===== config.mk =====
export PLATFORM = sky130hd
export DESIGN_NAME = pixel_color_effect_unit
export DESIGN_NICKNAME = d
export VERILOG_FILES = /design/src/hw/rtl/pce_pkg.sv /design/src/hw/rtl/pce_front.sv /design/src/hw/rtl/pce_arith.sv /design/src/hw/rtl/pixel_color_effect_unit.sv
export SDC_FILE = /design/constraint.sdc
export NUM_CORES = 2
export LEC_CHECK = 0
export BUFFER_PORTS_ARGS = -buffer_cell sky130_fd_sc_hd__buf_2
export CAP_MARGIN = 20
export CORE_MARGIN = 2
export CORE_UTILIZATION = 60
export CTS_BUF_LIST = sky130_fd_sc_hd__clkbuf_16
export DETAILED_ROUTE_END_ITERATION = 8
export PLACE_DENSITY_LB_ADDON = 0.2
export SLEW_MARGIN = 10
export SYNTH_ARGS = -nofsm -noshare
export SYNTH_HDL_FRONTEND = slang
export SYNTH_SLANG_ARGS = --single-unit
export TNS_END_PERCENT = 100

===== constraint.sdc =====
create_clock -name clk_i -period 13.8 [get_ports clk_i]
set_clock_uncertainty 0.2 [all_clocks]
set_input_delay 0.69 -clock clk_i [delete_from_list [all_inputs] [get_ports clk_i]]
set_output_delay 0.69 -clock clk_i [all_outputs]
set_load 0.01 [all_outputs]

===== src/hw/rtl/pce_pkg.sv =====
// ============================================================================
// pce_pkg : shared types, constants and tables of the pixel color effect unit
// Holds the pipeline item types, divider selects and the fire/ice blend tables.
// ============================================================================
package pce_pkg;

  // channel lanes
  localparam logic [1:0] LaneR = 2'd0;
  localparam logic [1:0] LaneG = 2'd1;
  localparam logic [1:0] LaneB = 2'd2;

  // effect constants
  localparam logic [7:0] FogLift    = 8'hFF;
  localparam logic [7:0] ShiftStep  = 8'h30;
  localparam logic [7:0] GrayLevel  = 8'h50;
  localparam logic [7:0] ShadeR     = 8'h19;
  localparam logic [7:0] ShadeG     = 8'h1E;
  localparam logic [7:0] ShadeB     = 8'h23;
  localparam logic [7:0] PinchTgtR  = 8'h8C;
  localparam logic [7:0] PinchTgtGB = 8'hDC;
  localparam logic [7:0] PinchStep  = 8'h28;
  localparam logic [7:0] HiliteMid  = 8'hA0;
  localparam logic [7:0] HiliteStep = 8'h0C;

  // reciprocals scaled by 2^RecipShift, exact over the dividend ranges used
  localparam int unsigned RecipShift = 20;
  localparam logic [17:0] Recip7  = 18'd149797;
  localparam logic [17:0] Recip11 = 18'd95326;
  localparam logic [17:0] Recip17 = 18'd61681;
  localparam logic [17:0] Recip63 = 18'd16645;

  // divider selects
  typedef enum logic [2:0] {
    DivNone,
    Div7,
    Div11,
    Div17,
    Div63
  } div_e;

  // item after the reduce and iteration stages
  typedef struct packed {
    logic [15:0] pix;
    logic        bank;
    logic [5:0]  idx;
    logic [7:0]  r;
    logic [7:0]  g;
    logic [7:0]  b;
  } front_t;

  // one lane after effect decode: result = base + num / divisor
  typedef struct packed {
    logic signed [12:0] base;
    logic signed [15:0] num;
    div_e               dsel;
  } lane_a_t;

  // fire/ice blend colors {r, g, b} and strengths
  localparam logic [23:0] FireColor [3][15] = '{
    '{24'hFF0000, 24'hFF0000, 24'hFF0000, 24'hFF0000, 24'hFF1000,
      24'hFF2000, 24'hFF3000, 24'hFF5000, 24'hFF8200, 24'hFFB420,
      24'hFFE640, 24'hFFFF60, 24'hFFFF80, 24'hFFFFA0, 24'hFFFFC8},
    '{24'hFF0000, 24'hFF0000, 24'hFF0000, 24'hFF0000, 24'hFF1E00,
      24'hFF3C00, 24'hFF6400, 24'hFF9600, 24'hFFBE00, 24'hFFDC28,
      24'hFFFF32, 24'hFFFF64, 24'hFFFF96, 24'hFFFFC8, 24'hFFFFFF},
    '{24'h2828FF, 24'h2828FF, 24'h2828FF, 24'h2828FF, 24'h3C3CFF,
      24'h5050FF, 24'h6464FF, 24'h6464FF, 24'h7878FF, 24'h8C8CFF,
      24'hA0A0FF, 24'hB4B4FF, 24'hC8C8FF, 24'hDCDCFF, 24'hFFFFFF}
  };

  localparam logic [5:0] FireStrength [3][15] = '{
    '{6'd2, 6'd5, 6'd8, 6'd10, 6'd11, 6'd13, 6'd15, 6'd18,
      6'd24, 6'd30, 6'd35, 6'd39, 6'd43, 6'd47, 6'd52},
    '{6'd5, 6'd8, 6'd10, 6'd12, 6'd15, 6'd18, 6'd24, 6'd30,
      6'd35, 6'd42, 6'd47, 6'd52, 6'd57, 6'd63, 6'd63},
    '{6'd4, 6'd7, 6'd9, 6'd11, 6'd13, 6'd17, 6'd22, 6'd27,
      6'd32, 6'd37, 6'd42, 6'd47, 6'd52, 6'd57, 6'd60}
  };

  function automatic logic fire_defined(input logic [1:0] grp, input logic [3:0] lvl);
    return (grp != 2'd3) && (lvl != 4'd15);
  endfunction

  function automatic logic [23:0] fire_color(input logic [1:0] grp, input logic [3:0] lvl);
    logic [23:0] col;
    col = '0;
    if (fire_defined(grp, lvl)) begin
      col = FireColor[grp][lvl];
    end
    return col;
  endfunction

  function automatic logic [5:0] fire_strength(input logic [1:0] grp, input logic [3:0] lvl);
    logic [5:0] str;
    str = '0;
    if (fire_defined(grp, lvl)) begin
      str = FireStrength[grp][lvl];
    end
    return str;
  endfunction

endpackage


===== src/hw/rtl/pce_front.sv =====
// ============================================================================
// pce_front : channel reduce and iterated effect stages
// Cuts each channel to 4 bits and widens it, then runs four iteration stages
// for fog to white and the red highlight steps.
// ============================================================================
module pce_front (
  input  logic            clk_i,
  input  logic            rst_ni,
  input  logic            in_valid_i,
  output logic            in_ready_o,
  input  logic [15:0]     pixel_in_i,
  input  logic            table_bank_i,
  input  logic [5:0]      table_index_i,
  output logic            out_valid_o,
  input  logic            out_ready_i,
  output pce_pkg::front_t out_item_o
);
  import pce_pkg::*;

  localparam int Stages = 5;

  front_t             item_q [Stages];
  front_t             item_d [Stages];
  logic [Stages-1:0]  vld_q;
  logic [Stages-1:0]  vld_d;
  logic [Stages:0]    take;

  // fog to white step: (4c + 255) / 5
  function automatic logic [7:0] fog_white(input logic [7:0] c);
    logic [10:0] x;
    logic [24:0] p;
    x = {1'b0, c, 2'b00} + {3'b000, FogLift};
    p = 25'(x) * 25'd13108;
    return p[23:16];
  endfunction

  // one iteration, j counts from zero
  function automatic front_t iter_step(input front_t it, input logic [1:0] j);
    front_t o;
    logic   do_fog;
    logic   do_hl;
    o      = it;
    do_fog = !it.bank && (it.idx <= 6'd3) && ({4'b0000, j} <= it.idx);
    do_hl  = !it.bank && (it.idx >= 6'd24) && (it.idx <= 6'd27)
             && ((6'd24 + {4'b0000, j}) <= it.idx);
    if (do_fog) begin
      o.r = fog_white(it.r);
      o.g = fog_white(it.g);
      o.b = fog_white(it.b);
    end else if (do_hl) begin
      o.r = (it.r < HiliteMid) ? it.r + HiliteStep : it.r - HiliteStep;
    end
    return o;
  endfunction

  // channel reduce to 4 bits, reciprocal multiply in place of / 31 and / 63
  logic [8:0]  r_x;
  logic [8:0]  b_x;
  logic [9:0]  g_x;
  logic [24:0] r_p;
  logic [24:0] g_p;
  logic [24:0] b_p;

  always_comb begin
    r_x = 9'(pixel_in_i[15:11]) * 9'd15;
    g_x = 10'(pixel_in_i[10:5]) * 10'd15;
    b_x = 9'(pixel_in_i[4:0]) * 9'd15;
    r_p = 25'(r_x) * 25'd33826;
    g_p = 25'(g_x) * 25'd16645;
    b_p = 25'(b_x) * 25'd33826;
  end

  // next stage values
  always_comb begin
    item_d[0].pix  = pixel_in_i;
    item_d[0].bank = table_bank_i;
    item_d[0].idx  = table_index_i;
    item_d[0].r    = {r_p[23:20], r_p[23:20]};
    item_d[0].g    = {g_p[23:20], g_p[23:20]};
    item_d[0].b    = {b_p[23:20], b_p[23:20]};
    for (int k = 1; k < Stages; k++) begin
      item_d[k] = iter_step(item_q[k-1], 2'(k - 1));
    end
  end

  // per stage flow control, a stage moves when it is empty or its successor moves
  always_comb begin
    take[Stages] = out_ready_i;
    for (int k = Stages - 1; k >= 0; k--) begin
      take[k] = !vld_q[k] || take[k+1];
    end
    vld_d = {vld_q[Stages-2:0], in_valid_i};
  end

  always_ff @(posedge clk_i or negedge rst_ni) begin
    if (!rst_ni) begin
      vld_q <= '0;
    end else begin
      for (int k = 0; k < Stages; k++) begin
        if (take[k]) begin
          vld_q[k] <= vld_d[k];
        end
      end
    end
  end

  always_ff @(posedge clk_i) begin
    for (int k = 0; k < Stages; k++) begin
      if (take[k] && vld_d[k]) begin
        item_q[k] <= item_d[k];
      end
    end
  end

  assign in_ready_o  = take[0];
  assign out_valid_o = vld_q[Stages-1];
  assign out_item_o  = item_q[Stages-1];

endmodule


===== src/hw/rtl/pce_arith.sv =====
// ============================================================================
// pce_arith : effect decode, constant divide and clamp/pack stages
// Stage A forms base and dividend per lane, stage B divides by reciprocal,
// stage C adds, clamps to 0..255 and packs to RGB565.
// ============================================================================
module pce_arith (
  input  logic            clk_i,
  input  logic            rst_ni,
  input  logic            in_valid_i,
  output logic            in_ready_o,
  input  pce_pkg::front_t in_item_i,
  input  logic [15:0]     bg_color_i,
  output logic            out_valid_o,
  input  logic            out_ready_i,
  output logic [15:0]     pixel_out_o,
  output logic            table_defined_o
);
  import pce_pkg::*;

  typedef struct packed {
    logic [15:0]        pix;
    logic               defined;
    lane_a_t [2:0]      lane;
  } stage_a_t;

  typedef struct packed {
    logic [15:0]              pix;
    logic                     defined;
    logic [2:0][12:0]         base;
    logic [2:0][12:0]         quot;
  } stage_b_t;

  stage_a_t    a_d, a_q;
  stage_b_t    b_d, b_q;
  logic [15:0] pix_d, pix_q;
  logic        def_d, def_q;
  logic [2:0]  vld_q;
  logic [3:0]  take;

  // effect decode for one lane
  function automatic lane_a_t lane_decode(
    input logic       bank,
    input logic [5:0] idx,
    input logic [1:0] lane,
    input logic [7:0] c,
    input logic [7:0] t_bg,
    input logic [7:0] t_fire,
    input logic [5:0] str
  );
    lane_a_t            o;
    logic signed [12:0] cs;
    logic signed [12:0] ds;
    logic signed [12:0] tgt;
    logic signed [12:0] stp;
    logic signed [9:0]  diff_bg;
    logic signed [9:0]  diff_fire;
    logic signed [9:0]  diff_gray;
    logic [7:0]         d48;
    logic [11:0]        dim_p;
    logic [3:0]         lv;
    logic [2:0]         gl;
    logic [4:0]         s;
    logic [6:0]         hl;
    logic               up;
    cs        = $signed({5'b00000, c});
    diff_bg   = $signed({2'b00, t_bg}) - $signed({2'b00, c});
    diff_fire = $signed({2'b00, t_fire}) - $signed({2'b00, c});
    diff_gray = $signed({2'b00, GrayLevel}) - $signed({2'b00, c});
    o.base    = cs;
    o.num     = '0;
    o.dsel    = DivNone;
    d48       = '0;
    up        = 1'b0;
    if (bank) begin
      o.num  = 16'(diff_fire) * $signed({10'b0, str});
      o.dsel = Div63;
    end else if (idx <= 6'd3) begin
      o.base = cs;
    end else if (idx <= 6'd11) begin
      // dimming
      lv     = 4'(6'd14 - idx);
      dim_p  = 12'(c) * 12'(lv);
      o.base = '0;
      o.num  = $signed({4'b0000, dim_p});
      o.dsel = Div11;
    end else if (idx <= 6'd17) begin
      // cold, warm and red shifts
      if (idx <= 6'd13) begin
        d48 = ShiftStep * 8'(idx - 6'd11);
        up  = (lane == LaneG);
      end else if (idx <= 6'd15) begin
        d48 = ShiftStep * 8'(idx - 6'd13);
        up  = (lane != LaneB);
      end else begin
        d48 = ShiftStep * 8'(idx - 6'd15);
        up  = (lane == LaneR);
      end
      ds     = $signed({5'b00000, d48});
      o.base = up ? cs + ds : cs - ds;
    end else if (idx <= 6'd21) begin
      // fog to gray
      gl     = 3'(idx - 6'd17);
      o.num  = 16'(diff_gray) * $signed({13'b0, gl});
      o.dsel = Div7;
    end else if (idx == 6'd22) begin
      // shadow
      case (lane)
        LaneR:   o.base = $signed({5'b00000, ShadeR}) - cs;
        LaneG:   o.base = $signed({5'b00000, ShadeG}) - cs;
        default: o.base = $signed({5'b00000, ShadeB}) - cs;
      endcase
    end else if (idx == 6'd23) begin
      // contrast pinch, no crossing of the target
      tgt = (lane == LaneR) ? $signed({5'b00000, PinchTgtR})
                            : $signed({5'b00000, PinchTgtGB});
      if (cs > tgt) begin
        stp    = cs - $signed({5'b00000, PinchStep});
        o.base = (stp < tgt) ? tgt : stp;
      end else begin
        stp    = cs + $signed({5'b00000, PinchStep});
        o.base = (stp > tgt) ? tgt : stp;
      end
    end else if (idx <= 6'd27) begin
      // highlight, red already stepped upstream
      if (lane != LaneR) begin
        hl     = {3'(idx - 6'd23), 4'b0000};
        o.base = cs - $signed({6'b000000, hl});
      end
    end else if (idx >= 6'd32 && idx <= 6'd47) begin
      // blend to background
      s      = 5'(idx - 6'd31);
      o.num  = 16'(diff_bg) * $signed({11'b0, s});
      o.dsel = Div17;
    end
    return o;
  endfunction

  // stage A: decode
  logic [23:0] fcol;
  logic [5:0]  fstr;
  logic [7:0]  bg_r, bg_g, bg_b;

  always_comb begin
    fcol = fire_color(in_item_i.idx[5:4], in_item_i.idx[3:0]);
    fstr = fire_strength(in_item_i.idx[5:4], in_item_i.idx[3:0]);
    bg_r = {bg_color_i[15:11], 3'b000};
    bg_g = {bg_color_i[10:5], 2'b00};
    bg_b = {bg_color_i[4:0], 3'b000};
    a_d.pix = in_item_i.pix;
    if (in_item_i.bank) begin
      a_d.defined = fire_defined(in_item_i.idx[5:4], in_item_i.idx[3:0]);
    end else begin
      a_d.defined = (in_item_i.idx <= 6'd27)
                    || (in_item_i.idx >= 6'd32 && in_item_i.idx <= 6'd47);
    end
    a_d.lane[0] = lane_decode(in_item_i.bank, in_item_i.idx, LaneR, in_item_i.r,
                              bg_r, fcol[23:16], fstr);
    a_d.lane[1] = lane_decode(in_item_i.bank, in_item_i.idx, LaneG, in_item_i.g,
                              bg_g, fcol[15:8], fstr);
    a_d.lane[2] = lane_decode(in_item_i.bank, in_item_i.idx, LaneB, in_item_i.b,
                              bg_b, fcol[7:0], fstr);
  end

  // stage B: divide by reciprocal multiply, truncating toward zero
  logic [2:0][15:0] mag;
  logic [2:0][17:0] recip;
  logic [2:0][32:0] prod;
  logic [2:0][11:0] qmag;

  always_comb begin
    b_d.pix     = a_q.pix;
    b_d.defined = a_q.defined;
    for (int k = 0; k < 3; k++) begin
      mag[k] = a_q.lane[k].num[15] ? 16'(-a_q.lane[k].num) : 16'(a_q.lane[k].num);
      case (a_q.lane[k].dsel)
        Div7:    recip[k] = Recip7;
        Div11:   recip[k] = Recip11;
        Div17:   recip[k] = Recip17;
        Div63:   recip[k] = Recip63;
        default: recip[k] = '0;
      endcase
      prod[k]     = 33'(mag[k][14:0]) * 33'(recip[k]);
      qmag[k]     = prod[k][RecipShift+11:RecipShift];
      b_d.base[k] = a_q.lane[k].base;
      b_d.quot[k] = a_q.lane[k].num[15] ? 13'(-$signed({1'b0, qmag[k]}))
                                        : {1'b0, qmag[k]};
    end
  end

  // stage C: add, clamp and pack
  logic signed [13:0] sum [3];
  logic [7:0]         ch8 [3];

  always_comb begin
    for (int k = 0; k < 3; k++) begin
      sum[k] = 14'($signed(b_q.base[k])) + 14'($signed(b_q.quot[k]));
      if (sum[k] < 0) begin
        ch8[k] = 8'd0;
      end else if (sum[k] > 14'sd255) begin
        ch8[k] = 8'd255;
      end else begin
        ch8[k] = sum[k][7:0];
      end
    end
    pix_d = b_q.defined ? {ch8[0][7:3], ch8[1][7:2], ch8[2][7:3]} : b_q.pix;
    def_d = b_q.defined;
  end

  // flow control
  always_comb begin
    take[3] = out_ready_i;
    for (int k = 2; k >= 0; k--) begin
      take[k] = !vld_q[k] || take[k+1];
    end
  end

  always_ff @(posedge clk_i or negedge rst_ni) begin
    if (!rst_ni) begin
      vld_q <= '0;
    end else begin
      if (take[0]) vld_q[0] <= in_valid_i;
      if (take[1]) vld_q[1] <= vld_q[0];
      if (take[2]) vld_q[2] <= vld_q[1];
    end
  end

  always_ff @(posedge clk_i) begin
    if (take[0] && in_valid_i) a_q <= a_d;
    if (take[1] && vld_q[0])   b_q <= b_d;
    if (take[2] && vld_q[1]) begin
      pix_q <= pix_d;
      def_q <= def_d;
    end
  end

  assign in_ready_o      = take[0];
  assign out_valid_o     = vld_q[2];
  assign pixel_out_o     = pix_q;
  assign table_defined_o = def_q;

endmodule


===== src/hw/rtl/pixel_color_effect_unit.sv =====
// ============================================================================
// pixel_color_effect_unit : RGB565 recolor pipeline
// Recolors one pixel per clock when not stalled, through a bank 0 color
// effect or a bank 1 fire/ice blend, with a background color register for
// blend effects.
// Usage
//   Input channel in_valid_i/in_ready_o carries pixel_in_i, table_bank_i and
//   table_index_i. Output channel out_valid_o/out_ready_i carries pixel_out_o
//   and table_defined_o. Indices with no table return the pixel unchanged
//   with table_defined_o low.
//   Configuration channel cfg_valid_i/cfg_ready_o writes background_color_i;
//   it is always ready. Write it only while no item is in flight.
//   The pipe has one reduce stage, four iteration stages for fog to
//   white and highlight steps, then decode, divide and clamp/pack stages.
//   Throughput is one item per cycle when not stalled; each stage holds its
//   own valid bit. When the receiver stalls, items pile up stage by stage
//   and in_ready_o drops only once every stage is full; nothing is lost or
//   repeated. Reset clears all valid bits and the background color to zero.
// ============================================================================
module pixel_color_effect_unit (
  input  logic        clk_i,
  input  logic        rst_ni,
  input  logic        in_valid_i,
  output logic        in_ready_o,
  input  logic [15:0] pixel_in_i,
  input  logic        table_bank_i,
  input  logic [5:0]  table_index_i,
  output logic        out_valid_o,
  input  logic        out_ready_i,
  output logic [15:0] pixel_out_o,
  output logic        table_defined_o,
  input  logic        cfg_valid_i,
  output logic        cfg_ready_o,
  input  logic [15:0] background_color_i
);
  import pce_pkg::*;

  front_t      mid_item;
  logic        mid_valid;
  logic        mid_ready;
  logic [15:0] bg_q;

  // background color register
  always_ff @(posedge clk_i or negedge rst_ni) begin
    if (!rst_ni) begin
      bg_q <= '0;
    end else if (cfg_valid_i) begin
      bg_q <= background_color_i;
    end
  end

  assign cfg_ready_o = 1'b1;

  // reduce and iteration stages
  pce_front u_front (
    .clk_i         (clk_i),
    .rst_ni        (rst_ni),
    .in_valid_i    (in_valid_i),
    .in_ready_o    (in_ready_o),
    .pixel_in_i    (pixel_in_i),
    .table_bank_i  (table_bank_i),
    .table_index_i (table_index_i),
    .out_valid_o   (mid_valid),
    .out_ready_i   (mid_ready),
    .out_item_o    (mid_item)
  );

  // decode, divide and pack stages
  pce_arith u_arith (
    .clk_i           (clk_i),
    .rst_ni          (rst_ni),
    .in_valid_i      (mid_valid),
    .in_ready_o      (mid_ready),
    .in_item_i       (mid_item),
    .bg_color_i      (bg_q),
    .out_valid_o     (out_valid_o),
    .out_ready_i     (out_ready_i),
    .pixel_out_o     (pixel_out_o),
    .table_defined_o (table_defined_o)
  );

endmodule


==> flow_summary.json <==
{
  "r2r_cells": 26,
  "clock-root-buffer": "clkbuf_16",
  "synthAdderAreaFrac": 0.4795,
  "core_um2": 151400,
  "routed_wl_um": 237200,
  "period_share": 0.7596,
  "layout_common_cells": "inv_1 (2056), ha_1 (1588), fa_1 (1191), nor2_1 (700), nand2_1 (629)",
  "cts_sinks": 448,
  "critPathArrivalTime_ns": 10.72,
  "critPathRequiredTime_ns": 14.04,
  "placed_cells": 11783,
  "gp_congestion": 0.9884,
  "ys_async_sr_fraction": 0.05357,
  "io_pins": 64,
  "ys_seq_area_frac": 0.1462,
  "routedWlPerCell_um": 19.94,
  "grt_pass1_wl_um": 383700,
  "timing.slew.headroom": 0.2664,
  "cap_violations": 0,
  "muxShareOfSynthArea": 0.006929,
  "path_max_fanout": 7,
  "critPathKind": "flip-flop to flip-flop",
  "ys.flop_type": "edfxtp_1",
  "cp-end-kind": "flip-flop",
  "synth_nets": 12671,
  "crit_slowest_cell": "a211oi_1",
  "worstSetupPathDepth": 26,
  "synth-xor-area-share": 0.05900,
  "rows": 143,
  "ant_nets": 0,
  "via_count": 67953,
  "synth_top_area_share": 0.2615,
  "grt_overflow_total": 0,
  "avgSynthCellArea_um2": 9.261,
  "drive_above_1_share": 0.03752,
  "slowest_delay_ns": 0.66,
  "ys_seq_elements": 448,
  "fill_cells": 12754,
  "synth_top_area_cell": "fa_1",
  "max_freq_ghz": 0.09540,
  "grt_max_degree": 69,
  "htree_levels": 2,
  "firstDrtPassIters": 8,
  "grt_setup_unrepaired": "no",
  "synth.distinct_cells": 102,
  "synth_cells": 9847,
  "hold_depth": 2,
  "crit_path_start_kind": "flip-flop",
  "status": "completed",
  "nets": 12642,
  "netlist_top_cells_area": "fa_1 (26%), ha_1 (22%), edfxtp_1 (14%)",
  "hold_viol": 0,
  "post-dp-hpwl_um": 197000,
  "antenna_found_initial": 2,
  "hp-class": "primary input to flip-flop",
  "cts_buffers": 52,
  "area_growth_pct": 5.089,
  "clk-insertion-delay-late_ns": 0.68,
  "synth_edf_count": 424,
  "cp_top_family": "simple AND/OR/NAND/NOR gates",
  "synth_top_family_by_area": "adder cells",
  "post_cts_buffers": 0,
  "clk_path_buf_depth": 3,
  "cts-hold-fix-buffers": 9,
  "tns_ns": 0,
  "syn_area_um2": 91190,
  "path_clk_slew_ns": 0.07,
  "drt_iter0_markers": 5082,
  "die_area_um2": 155100,
  "final_common_cell": "inv_1",
  "synthSimpleGateAreaFrac": 0.1029,
  "initial_utilization": 0.6025,
  "yosys_warnings": 0,
  "period_needed_ns": 10.48,
  "setup_viol": 0,
  "synth-compound-area-share": 0.1108,
  "tightest_slew_ns": 1.095,
  "io_buffers": 62,
  "die_w_um": 393.9,
  "timing.critical_path.mode_cell": "fa_1",
  "cts-resized-gates": 0,
  "avgViaCountPerCell": 5.712,
  "die_h_um": 393.9,
  "maxSlewViolCount": 0,
  "worst_hold_slack_ns": 0.06469,
  "grt_pass1_vias": 71050,
  "rrSetupSlack_ns": 3.32,
  "instances_no_fill": 11896,
  "critPathBufInv": 1,
  "drc": 0,
  "cts_tree": "built",
  "grt_usage": 0.3112
}
## metal layers
layer  vias up  global-route usage  routed length [um]
met5         -                   0                   5
met2      1988              0.5302              113800
li1      32145                   -                   -
met4         2              0.1309               12000
met3       516             0.03282               13830
met1     33302              0.4046               97600
## logic make-up (layout without fill, tap and decap cells)
kind of cell,Yosys count,after routing
fa+ha+maj,2780,2780
buf+inv,2299,2314
simple gates,2049,2049
compound gates,1601,1601
xor+xnor,611,611
flops,448,448
mux,58,58
other cells,1,5
## cell usage after synthesis, types with 18 or more instances
| cell type | count |
|---|---|
| edfxtp_1 | 424 |
| or3_1 | 41 |
| and2_1 | 73 |
| a21oi_1 | 457 |
| nor3_1 | 114 |
| mux2_2 | 21 |
| nand3_1 | 104 |
| a211oi_1 | 33 |
| a31oi_1 | 58 |
| mux2i_1 | 35 |
| o211ai_1 | 37 |
| clkbuf_1 | 204 |
| fa_1 | 1191 |
| nand2b_1 | 88 |
| o22ai_1 | 50 |
| nor4_1 | 25 |
| o41ai_1 | 22 |
| inv_1 | 2054 |
| a21o_1 | 149 |
| dfrtp_1 | 24 |
| ha_1 | 1589 |
| nor2b_1 | 100 |
| and3_1 | 39 |
| o21a_1 | 39 |
| o21bai_1 | 78 |
| xor2_1 | 209 |
| nor2_1 | 702 |
| xnor2_1 | 399 |
| o21ai_0 | 413 |
| o31ai_1 | 37 |
| buf_1 | 27 |
| or2_2 | 49 |
| a21boi_0 | 18 |
| nand2_1 | 631 |
## area by class of cell
class / instances / area [um2] / area share
multi-input combinational: 7100 / 69380 / 0.7239
sequential: 448 / 13330 / 0.1391
inverter: 2065 / 7751 / 0.08088
tap: 2030 / 2540 / 0.02650
clock buffer: 52 / 1301 / 0.01358
timing repair buffer: 151 / 1021 / 0.01065
clock inverter: 46 / 501.7 / 0.005235
antenna: 4 / 10.01 / 0.0001044
## per-stage QoR
stage	setup WS (ns)	util	instance area (um2)
2_1_floorplan	5.060	-	91190
3_3_place_gp	3.682	0.6203	93900
3_5_place_dp	3.514	0.6203	93900
4_1_cts	3.554	0.6328	95790
5_1_grt	2.713	0.6331	95820
6_report	3.317	0.6331	95830
## state kept, by name, indices dropped and copies added (netlist names)
register,flops
u_arith.vld_q,3
u_arith.a_q,98
u_front.item_q,223
u_arith.b_q,85
u_front.vld_q,5
u_arith.pixel_out_o,16
u_arith.table_defined_o,1
u_arith.def_d,1
bg_q,16
## path summary, 6_finish.rpt
path,start,to
max,u_arith.a_q[7],u_arith.b_q[11]
min,background_color_i[15],bg_q[15]
max reg2reg,u_arith.a_q[7],u_arith.b_q[11]
min reg2reg,u_front.item_q[0][219],u_arith.a_q[97]
max in group asynchronous,rst_ni,u_front.vld_q[2]
min in group asynchronous,rst_ni,u_arith.vld_q[1]
Power is not shown: default switching activity piles up to over one toggle a cycle in this logic, so the estimate is an artifact.
